$ cat src/pecs_pkg.sv
// Package for the puck collision stepper: record, command and status types,
// register indexes and field widths. No dependencies.
package pecs_pkg;

  localparam int MAX_PUCKS_DEF = 8;
  localparam int POS_W  = 20;
  localparam int VEL_W  = 16;
  localparam int RAD_W  = 7;
  localparam int MASS_W = 8;
  localparam int FLD_W  = 10;
  localparam int ACT_W  = 4;
  localparam int DIV_STEPS = 20;

  localparam logic [1:0] REG_FIELD_W = 2'd0;
  localparam logic [1:0] REG_FIELD_H = 2'd1;
  localparam logic [1:0] REG_ACTIVE  = 2'd2;

  localparam logic [FLD_W-1:0] FIELD_W_RST = 10'd320;
  localparam logic [FLD_W-1:0] FIELD_H_RST = 10'd240;
  localparam logic [ACT_W-1:0] ACTIVE_RST  = 4'd5;

  typedef struct packed {
    logic [POS_W-1:0]  x;
    logic [POS_W-1:0]  y;
    logic [VEL_W-1:0]  vx;
    logic [VEL_W-1:0]  vy;
    logic [RAD_W-1:0]  rad;
    logic [MASS_W-1:0] mass;
  } puck_t;

  localparam int PUCK_W = $bits(puck_t);
  localparam puck_t PUCK_RST = '{x: '0, y: '0, vx: '0, vy: '0, rad: 7'd1, mass: 8'd16};

  typedef enum logic [4:0] {
    DP_NOP, DP_LOAD, DP_CAP_A, DP_CAP_B, DP_DIFF, DP_SQX, DP_SQY, DP_SQR,
    DP_DOTX, DP_DOTY, DP_DOTS, DP_DEN, DP_NUM1, DP_NUM2, DP_DIVST, DP_DIVIT,
    DP_UPD, DP_WR_A, DP_WR_B, DP_MV_POS, DP_MV_OUT
  } dp_op_e;

  typedef enum logic [4:0] {
    ST_IDLE, ST_RD_A, ST_RD_B, ST_CAP_B, ST_DIFF, ST_SQX, ST_SQY, ST_SQR, ST_CMP,
    ST_DOTX, ST_DOTY, ST_DOTS, ST_DEN, ST_NUM1, ST_NUM2, ST_DIVST, ST_DIVIT,
    ST_UPD, ST_WR_A, ST_WR_B, ST_NEXT, ST_MV_RD, ST_MV_CAP, ST_MV_POS, ST_MV_OUT
  } state_e;

  typedef struct packed {
    dp_op_e     op;
    logic [1:0] comp;   // 0 a.vx, 1 a.vy, 2 b.vx, 3 b.vy
    logic       hit;
    logic       last;
  } cmd_t;

  typedef struct packed {
    logic collide;
    logic degenerate;
    logic out_free;
  } stat_t;

endpackage

$ cat src/pecs_ctrl.sv
// Sequencer for the puck stepper: takes loads and ticks, walks pairs,
// collision steps, divider iterations and the move pass. Depends on pecs_pkg.
module pecs_ctrl import pecs_pkg::*; #(
  parameter int MAX_PUCKS = MAX_PUCKS_DEF,
  parameter int IW = $clog2(MAX_PUCKS),
  parameter int CW = $clog2(MAX_PUCKS + 1)
) (
  input  logic             clk_i,
  input  logic             rst_ni,
  input  logic             in_valid_i,
  input  logic             in_op_i,
  input  logic [2:0]       in_slot_i,
  input  logic [ACT_W-1:0] active_i,
  input  stat_t            stat_i,
  output logic             in_ready_o,
  output cmd_t             cmd_o,
  output logic [IW-1:0]    addr_o
);

  state_e state_q, state_d;
  logic [CW-1:0] i_q, i_d, j_q, j_d, k_q, k_d, n_q, n_d, nn;
  logic [1:0] comp_q, comp_d;
  logic [4:0] cnt_q, cnt_d;
  logic [MAX_PUCKS-1:0] hit_q, hit_d;

  always_ff @(posedge clk_i or negedge rst_ni) begin
    if (!rst_ni) begin
      state_q <= ST_IDLE;
      i_q <= '0;
      j_q <= '0;
      k_q <= '0;
      n_q <= '0;
      comp_q <= '0;
      cnt_q <= '0;
      hit_q <= '0;
    end else begin
      state_q <= state_d;
      i_q <= i_d;
      j_q <= j_d;
      k_q <= k_d;
      n_q <= n_d;
      comp_q <= comp_d;
      cnt_q <= cnt_d;
      hit_q <= hit_d;
    end
  end

  always_comb begin
    state_d = state_q;
    i_d = i_q;
    j_d = j_q;
    k_d = k_q;
    n_d = n_q;
    comp_d = comp_q;
    cnt_d = cnt_q;
    hit_d = hit_q;
    in_ready_o = 1'b0;
    cmd_o = '{op: DP_NOP, comp: comp_q, hit: hit_q[k_q[IW-1:0]],
              last: ({1'b0, k_q} + 1'b1) == {1'b0, n_q}};
    addr_o = i_q[IW-1:0];
    if (32'(active_i) > MAX_PUCKS) begin
      nn = CW'(MAX_PUCKS);
    end else begin
      nn = CW'(active_i);
    end
    unique case (state_q)
      ST_IDLE: begin
        in_ready_o = 1'b1;
        addr_o = IW'(in_slot_i);
        if (in_valid_i) begin
          if (!in_op_i) begin
            if (32'(in_slot_i) < MAX_PUCKS) begin
              cmd_o.op = DP_LOAD;
            end
          end else if (nn != '0) begin
            n_d = nn;
            hit_d = '0;
            i_d = '0;
            j_d = CW'(1);
            k_d = '0;
            state_d = (nn >= CW'(2)) ? ST_RD_A : ST_MV_RD;
          end
        end
      end
      ST_RD_A: state_d = ST_RD_B;
      ST_RD_B: begin
        addr_o = j_q[IW-1:0];
        cmd_o.op = DP_CAP_A;
        state_d = ST_CAP_B;
      end
      ST_CAP_B: begin
        cmd_o.op = DP_CAP_B;
        state_d = ST_DIFF;
      end
      ST_DIFF: begin
        cmd_o.op = DP_DIFF;
        state_d = ST_SQX;
      end
      ST_SQX: begin
        cmd_o.op = DP_SQX;
        state_d = ST_SQY;
      end
      ST_SQY: begin
        cmd_o.op = DP_SQY;
        state_d = ST_SQR;
      end
      ST_SQR: begin
        cmd_o.op = DP_SQR;
        state_d = ST_CMP;
      end
      ST_CMP: begin
        if (!stat_i.collide) begin
          state_d = ST_NEXT;
        end else begin
          hit_d[i_q[IW-1:0]] = 1'b1;
          hit_d[j_q[IW-1:0]] = 1'b1;
          state_d = stat_i.degenerate ? ST_NEXT : ST_DOTX;
        end
      end
      ST_DOTX: begin
        cmd_o.op = DP_DOTX;
        state_d = ST_DOTY;
      end
      ST_DOTY: begin
        cmd_o.op = DP_DOTY;
        state_d = ST_DOTS;
      end
      ST_DOTS: begin
        cmd_o.op = DP_DOTS;
        state_d = ST_DEN;
      end
      ST_DEN: begin
        cmd_o.op = DP_DEN;
        comp_d = '0;
        state_d = ST_NUM1;
      end
      ST_NUM1: begin
        cmd_o.op = DP_NUM1;
        state_d = ST_NUM2;
      end
      ST_NUM2: begin
        cmd_o.op = DP_NUM2;
        state_d = ST_DIVST;
      end
      ST_DIVST: begin
        cmd_o.op = DP_DIVST;
        cnt_d = '0;
        state_d = ST_DIVIT;
      end
      ST_DIVIT: begin
        cmd_o.op = DP_DIVIT;
        cnt_d = cnt_q + 5'd1;
        if (cnt_q == 5'(DIV_STEPS - 1)) begin
          state_d = ST_UPD;
        end
      end
      ST_UPD: begin
        cmd_o.op = DP_UPD;
        comp_d = comp_q + 2'd1;
        state_d = (comp_q == 2'd3) ? ST_WR_A : ST_NUM1;
      end
      ST_WR_A: begin
        cmd_o.op = DP_WR_A;
        state_d = ST_WR_B;
      end
      ST_WR_B: begin
        addr_o = j_q[IW-1:0];
        cmd_o.op = DP_WR_B;
        state_d = ST_NEXT;
      end
      ST_NEXT: begin
        if (({1'b0, j_q} + 1'b1) < {1'b0, n_q}) begin
          j_d = j_q + 1'b1;
          state_d = ST_RD_A;
        end else if (({1'b0, i_q} + 2'd2) < {1'b0, n_q}) begin
          i_d = i_q + 1'b1;
          j_d = i_q + CW'(2);
          state_d = ST_RD_A;
        end else begin
          k_d = '0;
          state_d = ST_MV_RD;
        end
      end
      ST_MV_RD: begin
        addr_o = k_q[IW-1:0];
        state_d = ST_MV_CAP;
      end
      ST_MV_CAP: begin
        addr_o = k_q[IW-1:0];
        cmd_o.op = DP_CAP_A;
        state_d = ST_MV_POS;
      end
      ST_MV_POS: begin
        addr_o = k_q[IW-1:0];
        cmd_o.op = DP_MV_POS;
        state_d = ST_MV_OUT;
      end
      ST_MV_OUT: begin
        addr_o = k_q[IW-1:0];
        if (stat_i.out_free) begin
          cmd_o.op = DP_MV_OUT;
          if (({1'b0, k_q} + 1'b1) == {1'b0, n_q}) begin
            state_d = ST_IDLE;
          end else begin
            k_d = k_q + 1'b1;
            state_d = ST_MV_RD;
          end
        end
      end
      default: state_d = ST_IDLE;
    endcase
  end

endmodule

$ cat config.mk
export PLATFORM = sky130hd
export DESIGN_NAME = pecs_ctrl
export DESIGN_NICKNAME = d
export VERILOG_FILES = /design/src/pecs_pkg.sv /design/src/pecs_ctrl.sv
export SDC_FILE = /design/constraint.sdc
export NUM_CORES = 1
export LEC_CHECK = 0
export ABC_AREA = 1
export BUFFER_PORTS_ARGS = -buffer_cell sky130_fd_sc_hd__buf_2
export CELL_PAD_IN_SITES_DETAIL_PLACEMENT = 0
export CELL_PAD_IN_SITES_GLOBAL_PLACEMENT = 1
export CORE_ASPECT_RATIO = 1.5
export CORE_MARGIN = 4
export CORE_UTILIZATION = 30
export DETAILED_ROUTE_END_ITERATION = 12
export MAX_ROUTING_LAYER = met4
export PLACE_DENSITY = 0.59
export REMOVE_ABC_BUFFERS = 1
export SLEW_MARGIN = 20
export SYNTH_ARGS = -nofsm -noshare
export SYNTH_HDL_FRONTEND = slang
export SYNTH_SLANG_ARGS = --single-unit
$ cat constraint.sdc
create_clock -name clk_i -period 2.6 [get_ports clk_i]
set_input_delay 0.52 -clock clk_i [delete_from_list [all_inputs] [get_ports clk_i]]
set_output_delay 0.52 -clock clk_i [all_outputs]
set_load 0.1 [all_outputs]
### Word level (Yosys, flattened, before mapping)

Cells that the tools add are included.

* flip-flop bits (word level): 36
* bits in latches: 0
* bits in writable memories: 0
* memory bits (read-only): 0
* word-level logic and storage cells: 134
* memories: 0

* add/sub/neg operators: 9
* $mul: 0
* div/mod/pow operators: 0
* $lt $le $gt $ge: 9
* equality and inequality tests: 38
* shift-type cells: 0
* muxes and demuxes: 50
* bitwise operators: 2
* reductions and logical operators: 18

Operator list (number)
* 5-bit one-hot mux with 25 select lines: 1
* 5-bit one-hot mux with 20 select lines: 1
* 5-bit two-way mux: 13
* 4-bit two-way mux: 15
* 5-bit == test, second input constant: 10
* 5-bit by 4-bit == test with 1-bit output, second input constant: 8
* 8-bit two-way mux: 4
* 5-bit by 3-bit == test with 1-bit output, second input constant: 4
* 2-bit inequality test, second input constant: 10
* 8-bit OR: 2
* 4-bit one-hot mux with 2 select lines: 2
* 8-bit one-hot mux with 2 select lines: 1
* 5-bit AND reduction: 3
* 4-bit by 1-bit adder with 4-bit output, second input constant: 3
* 3-bit by 4-bit < comparator with 1-bit output, second input constant: 3
* 4-bit one-hot mux with 3 select lines: 1
* 4-bit by 1-bit adder with 5-bit output, second input constant: 2
* 5-bit by 2-bit == test with 1-bit output, second input constant: 2
* 5-bit by 4-bit < comparator with 1-bit output: 2
* 5-bit one-hot mux with 2 select lines: 1
* 3-bit one-hot mux with 3 select lines: 1
* 8-bit AND reduction: 1
* 2-bit nonzero test: 4
* 1-bit demux with 3-bit select: 2
* other kinds (22): 30

### Logic depth before layout (Yosys ltp)

Gate-level depths: netlist of run 1.

* depth after elaboration: 8
* gate-level depth with buffers: 15
* gate-level depth less buffers: 14

### Worst setup path before layout of run 1

Ideal clock, no wire load.

* path type: flip-flop to output port
* start: register k_q[0]
* end: output port cmd_o[1] in the netlist's numbering
* arrival time: 2.415 ns
* setup slack: -0.335 ns
* cell stages (with the launch flop): 5
* path buffers: 1
* cell sequence: dfrtp_1 -> buf_2 -> a21oi_1 -> o21ai_0 -> a31oi_1

RTL lines
* from (decl): line pecs_ctrl.sv:21 `logic [CW-1:0] i_q, i_d, j_q, j_d, k_q, k_d, n_q, n_d, nn;`
* from (signal assigned): line pecs_ctrl.sv:40 `k_q <= k_d;`
* to (decl): line pecs_ctrl.sv:16 `output cmd_t cmd_o,`

==> results of run 1 <==
stage by stage:
stage	cell area, sq um	TNS [ns]
finish	3480	0
floorplan	2830	-0.945
detailed placement	3230	0
global placement	3230	0
CTS	3410	0
global route	3480	0
synthesized netlist by cell type, types with 4 or more instances:
library cell | count | share of area, %
sky130_fd_sc_hd__a21oi_1 | 22 | 3.8
sky130_fd_sc_hd__buf_2 | 4 | 0.70
sky130_fd_sc_hd__dfrtp_1 | 36 | 31
sky130_fd_sc_hd__ha_1 | 15 | 6.5
sky130_fd_sc_hd__inv_1 | 54 | 7.1
sky130_fd_sc_hd__inv_2 | 10 | 1.3
sky130_fd_sc_hd__nand2_1 | 104 | 14
sky130_fd_sc_hd__nand2_2 | 6 | 1.3
sky130_fd_sc_hd__nand2_4 | 4 | 1.6
sky130_fd_sc_hd__nand3_1 | 35 | 6.1
sky130_fd_sc_hd__nand4_1 | 9 | 2.0
sky130_fd_sc_hd__nor2_1 | 34 | 4.4
sky130_fd_sc_hd__nor2_4 | 4 | 1.6
sky130_fd_sc_hd__o21ai_0 | 11 | 1.9
sky130_fd_sc_hd__o22ai_1 | 6 | 1.3
sky130_fd_sc_hd__o32ai_1 | 7 | 2.1
sky130_fd_sc_hd__xor2_1 | 6 | 1.8
metal layers:
layer | GRT usage (%) | routed length (um) | vias up
met5 | - | 0 | -
met4 | 7.32 | 303 | 0
met3 | 2.32 | 246 | 19
met2 | 30.8 | 4690 | 50
met1 | 17.8 | 3350 | 1287
li1 | - | - | 1404
worst paths after layout:
check                             from         end  slack, ns  depth (start not counted)
max in group asynchronous       rst_ni  state_q[4]       1.63                          1
max reg2reg                     i_q[1]      k_q[3]       0.42                         12
max                         state_q[2]    cmd_o[5]       0.11                          7
min reg2reg                   hit_q[4]    hit_q[4]       0.49                          2
min                             rst_ni      j_q[3]       0.36                          1
min in group clk_i         active_i[2]      n_q[2]       0.47                          3
power groups by stage:
| stage | combinational (uW) | clock, uW | sequential (uW) |
|---|---|---|---|
| after floorplan | 1720 | 0 | 943 |
| after global placement | 2500 | 0 | 877 |
| after detailed placement | 2480 | 0 | 879 |
| after CTS | 2500 | 730 | 873 |
| after global routing | 2780 | 755 | 896 |
| final | 2570 | 709 | 873 |
registers in the layout, summed over array words and instances, names as in the netlist:
| name | cells |
|---|---|
| cnt_q | 5 |
| comp_q | 2 |
| hit_q | 8 |
| i_q | 4 |
| j_q | 4 |
| k_q | 4 |
| n_q | 4 |
| state_q | 5 |
logic make-up (layout without fill, tap and decap cells):
| kind of cell | Yosys count | after routing |
|---|---|---|
| compound gates | 64 | 64 |
| xor+xnor | 7 | 7 |
| fa+ha+maj | 15 | 15 |
| buf+inv | 73 | 109 |
| flops | 36 | 36 |
| simple gates | 211 | 211 |
timing repair:
action / 4_1_cts / 5_1_grt
gates resized for setup: 2 / 17
pin swaps: 0 / 2
setup buffers: 0 / 4
hold buffers: 0 / 0
setup endpoints to repair: 4 / 9
worst max-delay path: cells and delay by family, from the launching register on:
family / cells / cell delay, ns
buffers and inverters: 3 / 0.71
DFF: 1 / 0.45
and+or+nand+nor: 3 / 0.44
AOI/OAI and AO/OA: 1 / 0.08
layout make-up:
type	count	share of cell area, %
multi-input cells	297	49.4
flip-flops and latches	36	26.0
repair buffers	36	8.62
inverters	65	7.08
well taps	112	4.02
clock buffers	5	3.59
clock inverters	3	1.22
==> summary by stage, run 1 <==
Run status
The flow ran to the end, and the final reports show no timing, DRC or antenna violations.

Clock tree
The CTS tree is yes. The TritonCTS sink count is 36. The H-tree generated during clock tree synthesis spans 2 levels. Clock-pin slew was measured on the worst setup and hold paths at 0.06 ns. Clock latency on the worst-skew pair, taken at its later pin, is 0.29 ns. The number of buffers created by CTS is 5. The longest clock path from root to sink contains 2 buffers. The cell chosen for the clock root is sky130_fd_sc_hd__clkbuf_16.

Worst setup path
The top fanout value on the critical path is 4. The worst setup path is captured at a primary output. The slowest stage of the critical path is the sky130_fd_sc_hd__dfrtp_1 cell.

The critical path required time is 2.08 ns. The type of the worst setup path is reg -> out. On the worst path, the slowest cell contributes a delay of 0.45 ns. STA classifies the critical path startpoint as a register. Traced cell by cell, the critical path runs through inv_2, nand2_1, buf_4, nor2_1, a21oi_1, nand4_1, buf_2. The worst path arrival time is 1.97 ns.

Logic synthesis
Of the total synthesized cell area, the portion taken by XOR and XNOR cells is 2.14%. The post-synthesis sequential element count is 36. The number of enable-type register cells in the synthesized netlist is 0. Summing the areas of all and, or, nand and nor instances in the mapped netlist gives 35.9% of the synthesized area. In this run, distinct cell masters in the synthesized netlist total 44. The mean cell area of the mapped netlist is 7.07 sq um. Sequential elements use 31.4% of the synthesized area.

After technology mapping, the gate count stands at 406. The portion of synthesized area spent on multiplexers is 0%. The async set-reset flop share out of synthesis is 100%.

The count of warnings emitted by yosys is 0. The area of the mapped netlist is 2870 sq um. By area, the combinational part of the netlist is dominated by simple AND/OR/NAND/NOR gates.

The post-synthesis share of cell area spent on full adders, half adders and majority gates is 6.54%. The synthesized netlist devotes 13.9% of its cell area to compound gates. Among all flip-flop cells after synthesis, the most frequent one is sky130_fd_sc_hd__dfrtp_1.

Routing
For this block, the routed nets add up to 8600 um of wire. The first-pass detailed-route iteration total is 4. After detailed routing, the number of vias per cell comes to 4.98. Once detail routing completed, the nets flagged for antenna violations numbered 0. For this block, the via count after detailed routing is 2760. The per-cell routed wire length is 15.5 um.

After detailed routing, the number of remaining DRC violations is 0. In this run, the number of DRC markers left after iteration 0 of detailed routing was 132.

Global routing
The first global-routing pass estimated 14100 um of wire. Entering global routing, the biggest net connects 37 pins. Summed over all layers, the global routing overflow is 0. The number of antenna violations at the first check in global routing is 0. The via count of the first global-routing pass is 2794. The all-layer global routing usage is 16.9%.

Place
The number of placed instances, taps included is 542. At the end of routability-driven placement, the weighted congestion stood at 0.921. The number of buffers inserted by port buffering is 26. The estimated wirelength of the detail-placed design is 7000 um. The worst setup timing slack at the placement stage is 0.227 ns.

Cells and area
The most common cell after layout, fill and taps aside is sky130_fd_sc_hd__nand2_1. The antenna diode count is 0. The area growth from synthesis to layout is 21.3%. The top cell types in the final layout, fill and taps aside, are sky130_fd_sc_hd__nand2_1 (100), sky130_fd_sc_hd__inv_1 (53), sky130_fd_sc_hd__nand3_1 (35), sky130_fd_sc_hd__nor2_1 (32), sky130_fd_sc_hd__dfrtp_1 (31). The area of combinational cells with multiple inputs is 1720 sq um. The total of fill cells in the finished design is 1036. The finished layout holds 554 standard cells, fillers aside.

Measured on the finished design, the core utilization comes to 37.4%. In the final layout, the share of cells above drive strength 1 is 21.3%. Registers take 907 sq um. The net count of the finished layout is 470.

Power and ir drop
Across the VDD grid, the largest voltage drop is 0.811 mV. Of the total power, the share spent switching nets is 54.0%. In this run the static leakage power is 0.00181 uW. The combinational share of power is 61.9%. The net switching power is 2240 uW. The total internal power is 1910 uW. The clock network fraction of design power is 17.1%. Power spread over the standard cell area amounts to 1190 nW/um^2. The relative contribution of sequential cells to total power is 21.0%. The total design power is 4150 uW.

Run
The tool flagged a number of max-cap violations equal to 0.

Floorplanning
The floorplan die width is 87.9 um. The initial utilization of the core area, before any placement, comes to 30.9%. The core region area is 9310 sq um. The die area is 11200 sq um. The height of the die is 128 um. The row count is 43. The count of pins on the block boundary is 27.

Hold path
The type of the most critical hold path is in -> async.

Timing
At the pin with the least slew margin, the transition time is 0.888 ns. Setup repair after global routing left no endpoint under its margin. The final max-slew violation count is 0.

For the finished layout, the period the worst path requires is 2.49 ns. The post-route clock period utilization is 95.7%. Clock skew on the completed layout was measured at 0.00749 ns. The achievable clock frequency is 0.402 GHz. The headroom to the max-slew limit is 40.8%. The post-route worst hold slack is 0.356 ns. The smallest setup slack after layout is 0.112 ns. The number of hold violations in the final report is 0. The final count of negative-setup-slack endpoints is 0.
(Power assumes the default switching activity.)
==> run 2, diff against run 1 <==
--- a/config.mk
+++ b/config.mk
@@ -10,7 +10,6 @@
 export CELL_PAD_IN_SITES_DETAIL_PLACEMENT = 0
 export CELL_PAD_IN_SITES_GLOBAL_PLACEMENT = 1
 export CORE_ASPECT_RATIO = 1.5
-export CORE_MARGIN = 4
 export CORE_UTILIZATION = 30
 export DETAILED_ROUTE_END_ITERATION = 12
 export MAX_ROUTING_LAYER = met4
==> summary by stage, run 2 (synthesis results as in run 1) <==
Floorplanning
The count of pins on the block boundary is 27. The floorplan has 43 rows. The die is 81.9 um wide. The effective utilization at floorplan is 31.0%.

The core region area is 9250 sq um. The die area is 9970 sq um. The height of the die is 122 um.

Routing
Dividing the detail-routed wire length by the instance count gives 15.6 um. The first routing iteration left 127 violations. Summed over all layers, the routed wires come to 8620 um.

Before antenna repair, the detailed router went through 4 iterations. Across all layers, the routed design uses 2787 vias. The count of nets left with antenna violations after detail routing is 0. The number of remaining DRC errors is 0. The average via count per standard cell is 5.05.

Worst setup path
The worst setup path is launched from a register. STA puts the critical path data required time at 2.08 ns. In this run the worst path has a maximum fanout of 5.

The worst path arrival time is 1.99 ns. The type of the worst setup path is reg -> out. The worst setup path is captured at a primary output.

Clock tree
The clock insertion delay at the later pin of the skew report is 0.29 ns. The number of buffers on the longest clock path is 2. The TritonCTS sink count is 36.

The cell chosen for the clock root is sky130_fd_sc_hd__clkbuf_16. The number of buffers inserted by post-CTS setup repair is 0. Counting the buffers created by CTS gives 5. The number of H-tree branching levels is 2. After clock tree synthesis, the clock-pin slew on the worst setup and hold paths is 0.06 ns. TritonCTS built the clock tree.

Cells and area
The post-route netlist has 19.1% of its cells at a drive strength greater than 1. In the final layout, the registers with the most flip-flops are hit_q x8, cnt_q x5, state_q x5. At the end of the flow, the number of nets in the layout was 468. Leaving out fill and tap cells, the most frequent cell in the layout is sky130_fd_sc_hd__nand2_1. The register ranked first by flip-flop count is hit_q. The antenna diode count is 0. The non-filler instance count after layout is 552.

The register with the most flip-flops in the layout has 8 of them. In the layout the commonest cells are sky130_fd_sc_hd__nand2_1 (103), sky130_fd_sc_hd__inv_1 (53), sky130_fd_sc_hd__nand3_1 (35), sky130_fd_sc_hd__dfrtp_1 (34), sky130_fd_sc_hd__nor2_1 (32). The relative area change from synthesis to final layout is 19.9%. After routing the design area is 3440 sq um. Fill cells in the final layout number 1013.

Timing
The shortest clock period the worst path allows after layout is 2.51 ns. The number of hold violations in the final report is 0. Setup repair after global routing could not meet its margin everywhere. Based on the critical path, the design can be clocked at up to 0.399 GHz. Setup violations remaining at the end of the flow were counted as 0. Measured against its own limit, the worst slew margin works out to 40.8%.

After routing, the total negative slack on setup checks comes to 0 ns. The post-route clock period utilization is 96.4%. The smallest setup slack after layout is 0.0924 ns. The clock skew is 0.00489 ns. The final max-slew violation count came to 0. The slew at the pin closest to its max-slew limit is 0.888 ns.

Global routing
The largest net degree at the start of global routing is 37. The via count of the first global-routing pass is 2719. The all-layer global routing usage is 19.3%.

The total overflow left after global routing is 0. The number of antenna violations at the first check in global routing came to 0. The first-pass GRT wire length is 13600 um.

Power and ir drop
For this design the total switching power over the nets is 2220 uW. The fraction of power spent switching nets is 54.2%. The total internal power is 1880 uW. The combinational share of power is 61.5%. The design draws 4110 uW. The power per unit of standard cell area is 1190 nW/um^2. The standby leakage power is 0.00180 uW. The worst ir drop on vdd is 1.10 mV.

The clock network fraction of design power is 17.1%. The relative contribution of sequential cells to total power is 21.4%.

Run status
The flow ran to the end, and the final reports show no timing, DRC or antenna violations.

Place
The number of placed instances, taps included is 544. The estimated wirelength of the detail-placed design is 6990 um. After detailed placement, the total cell area comes to 3250 sq um. OpenSTA, run right after detailed placement, puts the worst setup slack at 0.191 ns. The weighted congestion at the end of routability-driven global placement is 0.932. The number of buffers inserted by port buffering is 26.

Hold path
The type of the most critical hold path is in -> async.

Run
The count of maximum capacitance violations is 0.
-- run 2: cell count changes in the layout (fill, tap and decap cells not counted), moves of 2 or more --
cell                      before  now
sky130_fd_sc_hd__buf_4        10    8
sky130_fd_sc_hd__nand2_1     100  103
sky130_fd_sc_hd__dfrtp_1      31   34
sky130_fd_sc_hd__dfrtp_2       5    2
sky130_fd_sc_hd__nand2_2      10    7
-- run 2: layout make-up --
class                      instances  area [sq um]  area share (%)
timing repair buffer              34           285            8.29
inverter                          65           246            7.16
clock buffer                       5           125            3.64
multi-input combinational        297          1700            49.4
tap                              112           140            4.07
sequential                        36           903            26.2
clock inverter                     3          42.5            1.24
-- run 2: power by group through the flow --
stage / logic, uW / clock network [uW] / registers [uW]
after floorplan: 1720 / 0 / 943
after global placement: 2530 / 0 / 878
after detailed placement: 2510 / 0 / 882
after CTS: 2520 / 722 / 877
after global routing: 2720 / 738 / 900
final: 2530 / 702 / 878
-- run 2: critical path, stage by stage, from the launching register on --
cell and delay [ns]:
sky130_fd_sc_hd__dfrtp_1 0.46, sky130_fd_sc_hd__inv_2 0.12, sky130_fd_sc_hd__nand2_2 0.11, sky130_fd_sc_hd__inv_2 0.13, sky130_fd_sc_hd__nand3b_1 0.19, sky130_fd_sc_hd__nand2_2 0.16
sky130_fd_sc_hd__inv_2 0.06, sky130_fd_sc_hd__o22ai_1 0.12, sky130_fd_sc_hd__a21oi_1 0.06, sky130_fd_sc_hd__nand2_1 0.10, sky130_fd_sc_hd__buf_12 0.18
-- run 2: per-stage QoR --
step	utilization, %	hold slack, ns
after floorplan	-	0.224
after global placement	35.1	0.474
after detailed placement	35.1	0.480
after CTS	37.0	0.397
after global routing	37.2	0.438
final	37.2	0.350
-- run 2: repair_timing --
item,4_1_cts,5_1_grt
endpoints found under the setup margin,3,6
endpoints found under the hold margin,0,0
gates cloned,0,0
hold buffers,0,0
resized for setup,2,8
-- run 2: path summary, 6_finish.rpt --
check	startpoint	end	slack (ns)	cells after the start
max	state_q[3]	addr_o[2]	0.09	10
min	rst_ni	j_q[3]	0.35	1
max reg2reg	i_q[1]	k_q[1]	0.40	12
min reg2reg	hit_q[4]	hit_q[4]	0.49	2
max in group asynchronous	rst_ni	state_q[1]	1.63	1
min in group clk_i	active_i[2]	n_q[2]	0.46	3
-- run 2: per-layer routing --
layer	up-vias	wire (um)	global-route usage (%)
li1	1399	-	-
met1	1311	3410	20.4
met2	59	4640	34.2
met3	18	215	2.55
met4	0	358	9.76
met5	-	0	-
==> run 3, diff against run 2 <==
--- a/config.mk
+++ b/config.mk
@@ -10,9 +10,9 @@
 export CELL_PAD_IN_SITES_DETAIL_PLACEMENT = 0
 export CELL_PAD_IN_SITES_GLOBAL_PLACEMENT = 1
 export CORE_ASPECT_RATIO = 1.5
+export CORE_MARGIN = 2
 export CORE_UTILIZATION = 30
 export DETAILED_ROUTE_END_ITERATION = 12
-export MAX_ROUTING_LAYER = met4
 export PLACE_DENSITY = 0.59
 export REMOVE_ABC_BUFFERS = 1
 export SLEW_MARGIN = 20
==> summary by stage, run 3 (synthesis results as in run 1) <==
Clock tree
The number of H-tree branching levels is 2. The number of buffers on the longest clock path is 2. The clock insertion delay at the later pin of the skew report is 0.28 ns. The post-CTS clock slew at the launch and capture registers of the worst setup and hold paths is 0.06 ns. The CTS tree is yes. The number of buffers created by CTS is 5. The clock net in this run drives a total of 36 sinks.

The cell chosen for the clock root is sky130_fd_sc_hd__clkbuf_16. The post-cts hold buffer count is 0.

Timing
Headroom to the max-slew limit came out at 39.8%. Setup repair after global routing could not meet its margin everywhere. The slew at the pin closest to its max-slew limit is 0.903 ns.

The number of hold violations in the final report is 0. The clock skew is 0.00708 ns. The achievable clock frequency is 0.393 GHz. The final count of negative-setup-slack endpoints is 0. Setup slack on the critical path of the routed design comes to 0.0538 ns. Of the available clock period, the critical path in the final layout requires 97.9%. The final max-slew violation count is 0.

The routed design could run at a clock period as short as 2.55 ns.

Floorplanning
The initialized floorplan defines 43 standard-cell rows. The effective utilization at floorplan is 30.9%. The floorplan die width is 83.9 um. The height of the die is 124 um.

The die covers 10400 sq um. The core region area is 9310 sq um. The count of pins on the block boundary is 27.

Worst setup path
The critical path is of the reg -> out type. The critical path goes through buf_4, nor2_8, nand2_4, nor2_1, a31oi_1, o21a_1, nand2_1, buf_2. The kind of start point of the critical path is a register. STA classifies the critical path endpoint as a primary output. The worst flop-to-flop path startpoint is j_q[1]. Data arrives at the worst endpoint at 2.03 ns.

For the worst setup path, the data required time is 2.08 ns. The count of buffering cells on the critical path with inverters included is 2. In this run the worst setup path begins at state_q[1].

The slowest cell on the critical path is sky130_fd_sc_hd__dfrtp_2. In this run the worst path has a maximum fanout of 6. The family with the most delay on the worst path is buffers and inverters. For this run, the slowest stage of the critical path takes 0.44 ns.

Routing
The first-pass detailed-route iteration total is 4. The wire length after detailed routing is 8500 um. In this run, the number of DRC markers left after iteration 0 of detailed routing was 142.

The final route contains 2767 vias. The average via count per standard cell is 5.04. After detailed routing, the number of remaining DRC violations is 0. The detail route stage leaves a number of antenna-violating nets equal to 0.

The per-cell routed wire length is 15.5 um.

Place
The worst setup timing slack at the placement stage is 0.208 ns. The weighted congestion at the end of routability-driven global placement is 0.894. Port buffering added 26 buffers.

Including well taps, the total number of placed cells is 539. After legalization and detailed placement, the total HPWL measured 6860 um.

Hold path
The type of the most critical hold path is in -> async.

Cells and area
The largest registers in the layout are hit_q x8, cnt_q x5, state_q x5. Counting flops per register, the top entry is hit_q. The most common cell after layout, fill and taps aside is sky130_fd_sc_hd__nand2_1. In the final design database the tool counted 465 nets. Relative to the synthesized area, the layout overhead comes to 18.5%.

The number of flip-flops under the largest register name is 8. In the layout the commonest cells are sky130_fd_sc_hd__nand2_1 (103), sky130_fd_sc_hd__inv_1 (53), sky130_fd_sc_hd__nand3_1 (35), sky130_fd_sc_hd__nor2_1 (32), sky130_fd_sc_hd__dfrtp_1 (31). Leaving out filler cells and counting taps, the final layout contains 549.

Counting the fill cells in the layout gives 1023. Of the cells placed in the final design, the portion with a size suffix greater than 1 is 19.0%. The antenna diode count is 0.

Global routing
The number of antenna violations at the first check in global routing is 0. The largest net degree at the start of global routing is 37. Summed over all layers, the global routing overflow is 0.

The via count of the first global-routing pass was 2830. The all-layer global routing usage is 17.3%. The first-pass GRT wire length is 13900 um.

Run
Across the run, the number of max-cap violations was 0.

Power and ir drop
The worst ir drop on vdd is 0.849 mV. For this design the static power due to leakage is 0.00178 uW. The power per unit of standard cell area is 1180 nW/um^2.

Run status
The run finished with clean final reports.
-- run 3: cell count changes in the layout (fill, tap and decap cells not counted), sizes merged --
cell	delta
clkinvlp	-1
clkinv	+2
buf	-3
bufinv	-1
-- run 3: repair_timing --
action / 4_1_cts / 5_1_grt
cloned: 0 / 0
pin swaps: 0 / 1
setup endpoints to repair: 3 / 8
buffers inserted: 0 / 2
gates resized for setup: 2 / 12
-- run 3: report_power, final --
part           total [uW]  leakage (uW)  switching [uW]  internal, uW
Sequential            878      0.000472             171           707
Combinational        2530       0.00123            1790           731
Clock                 600     0.0000736             247           353
Total                4000       0.00178            2210          1790
-- run 3: worst register-to-register path, stage by stage, from the launching register on --
cell                      delay, ns
sky130_fd_sc_hd__dfrtp_1       0.53
sky130_fd_sc_hd__ha_1          0.25
sky130_fd_sc_hd__xor2_1        0.23
sky130_fd_sc_hd__ha_1          0.28
sky130_fd_sc_hd__nand2_1       0.07
sky130_fd_sc_hd__nand2_1       0.05
sky130_fd_sc_hd__nand3_1       0.06
sky130_fd_sc_hd__nand2_1       0.05
sky130_fd_sc_hd__inv_1         0.07
sky130_fd_sc_hd__nand3_1       0.15
sky130_fd_sc_hd__nand2_2       0.15
sky130_fd_sc_hd__inv_2         0.05
sky130_fd_sc_hd__nand2_2       0.11
sky130_fd_sc_hd__nand2_1       0.06
sky130_fd_sc_hd__o21ai_1       0.08
-- run 3: stage by stage --
stage	hold slack [ns]	power [uW]	utilization, %	TNS, ns	cell area, sq um
after floorplan	0.224	2670	-	-0.945	2830
after global placement	0.474	3370	34.5	0	3210
after detailed placement	0.487	3360	34.5	0	3210
after CTS	0.412	3990	36.1	0	3360
after global routing	0.450	4290	36.6	-0.00957	3400
final	0.355	4000	36.6	0	3400
-- run 3: cell type report --
cell class,instances,area (sq um),share of cell area (%)
repair buffers,31,263,7.72
clock inverters,3,18.8,0.551
well taps,112,140,4.12
flip-flops and latches,36,907,26.7
multi-input cells,297,1700,50.0
clock buffers,5,125,3.68
inverters,65,246,7.24
-- run 3: path summary, 6_finish.rpt --
path	end	slack, ns	cells after the start
max reg2reg	i_q[3]	0.36	14
min reg2reg	hit_q[4]	0.50	2
min	j_q[1]	0.36	1
min in group clk_i	n_q[2]	0.46	3
max	cmd_o[7]	0.05	8
max in group asynchronous	k_q[0]	1.61	1
-- run 3: per-layer routing --
layer	GRT usage (%)	vias up	share of wire, %
met4	8.27	0	4.0
met5	0	-	0
li1	-	1391	-
met3	2.78	22	3.6
met1	18.4	1274	39
met2	33.2	80	53
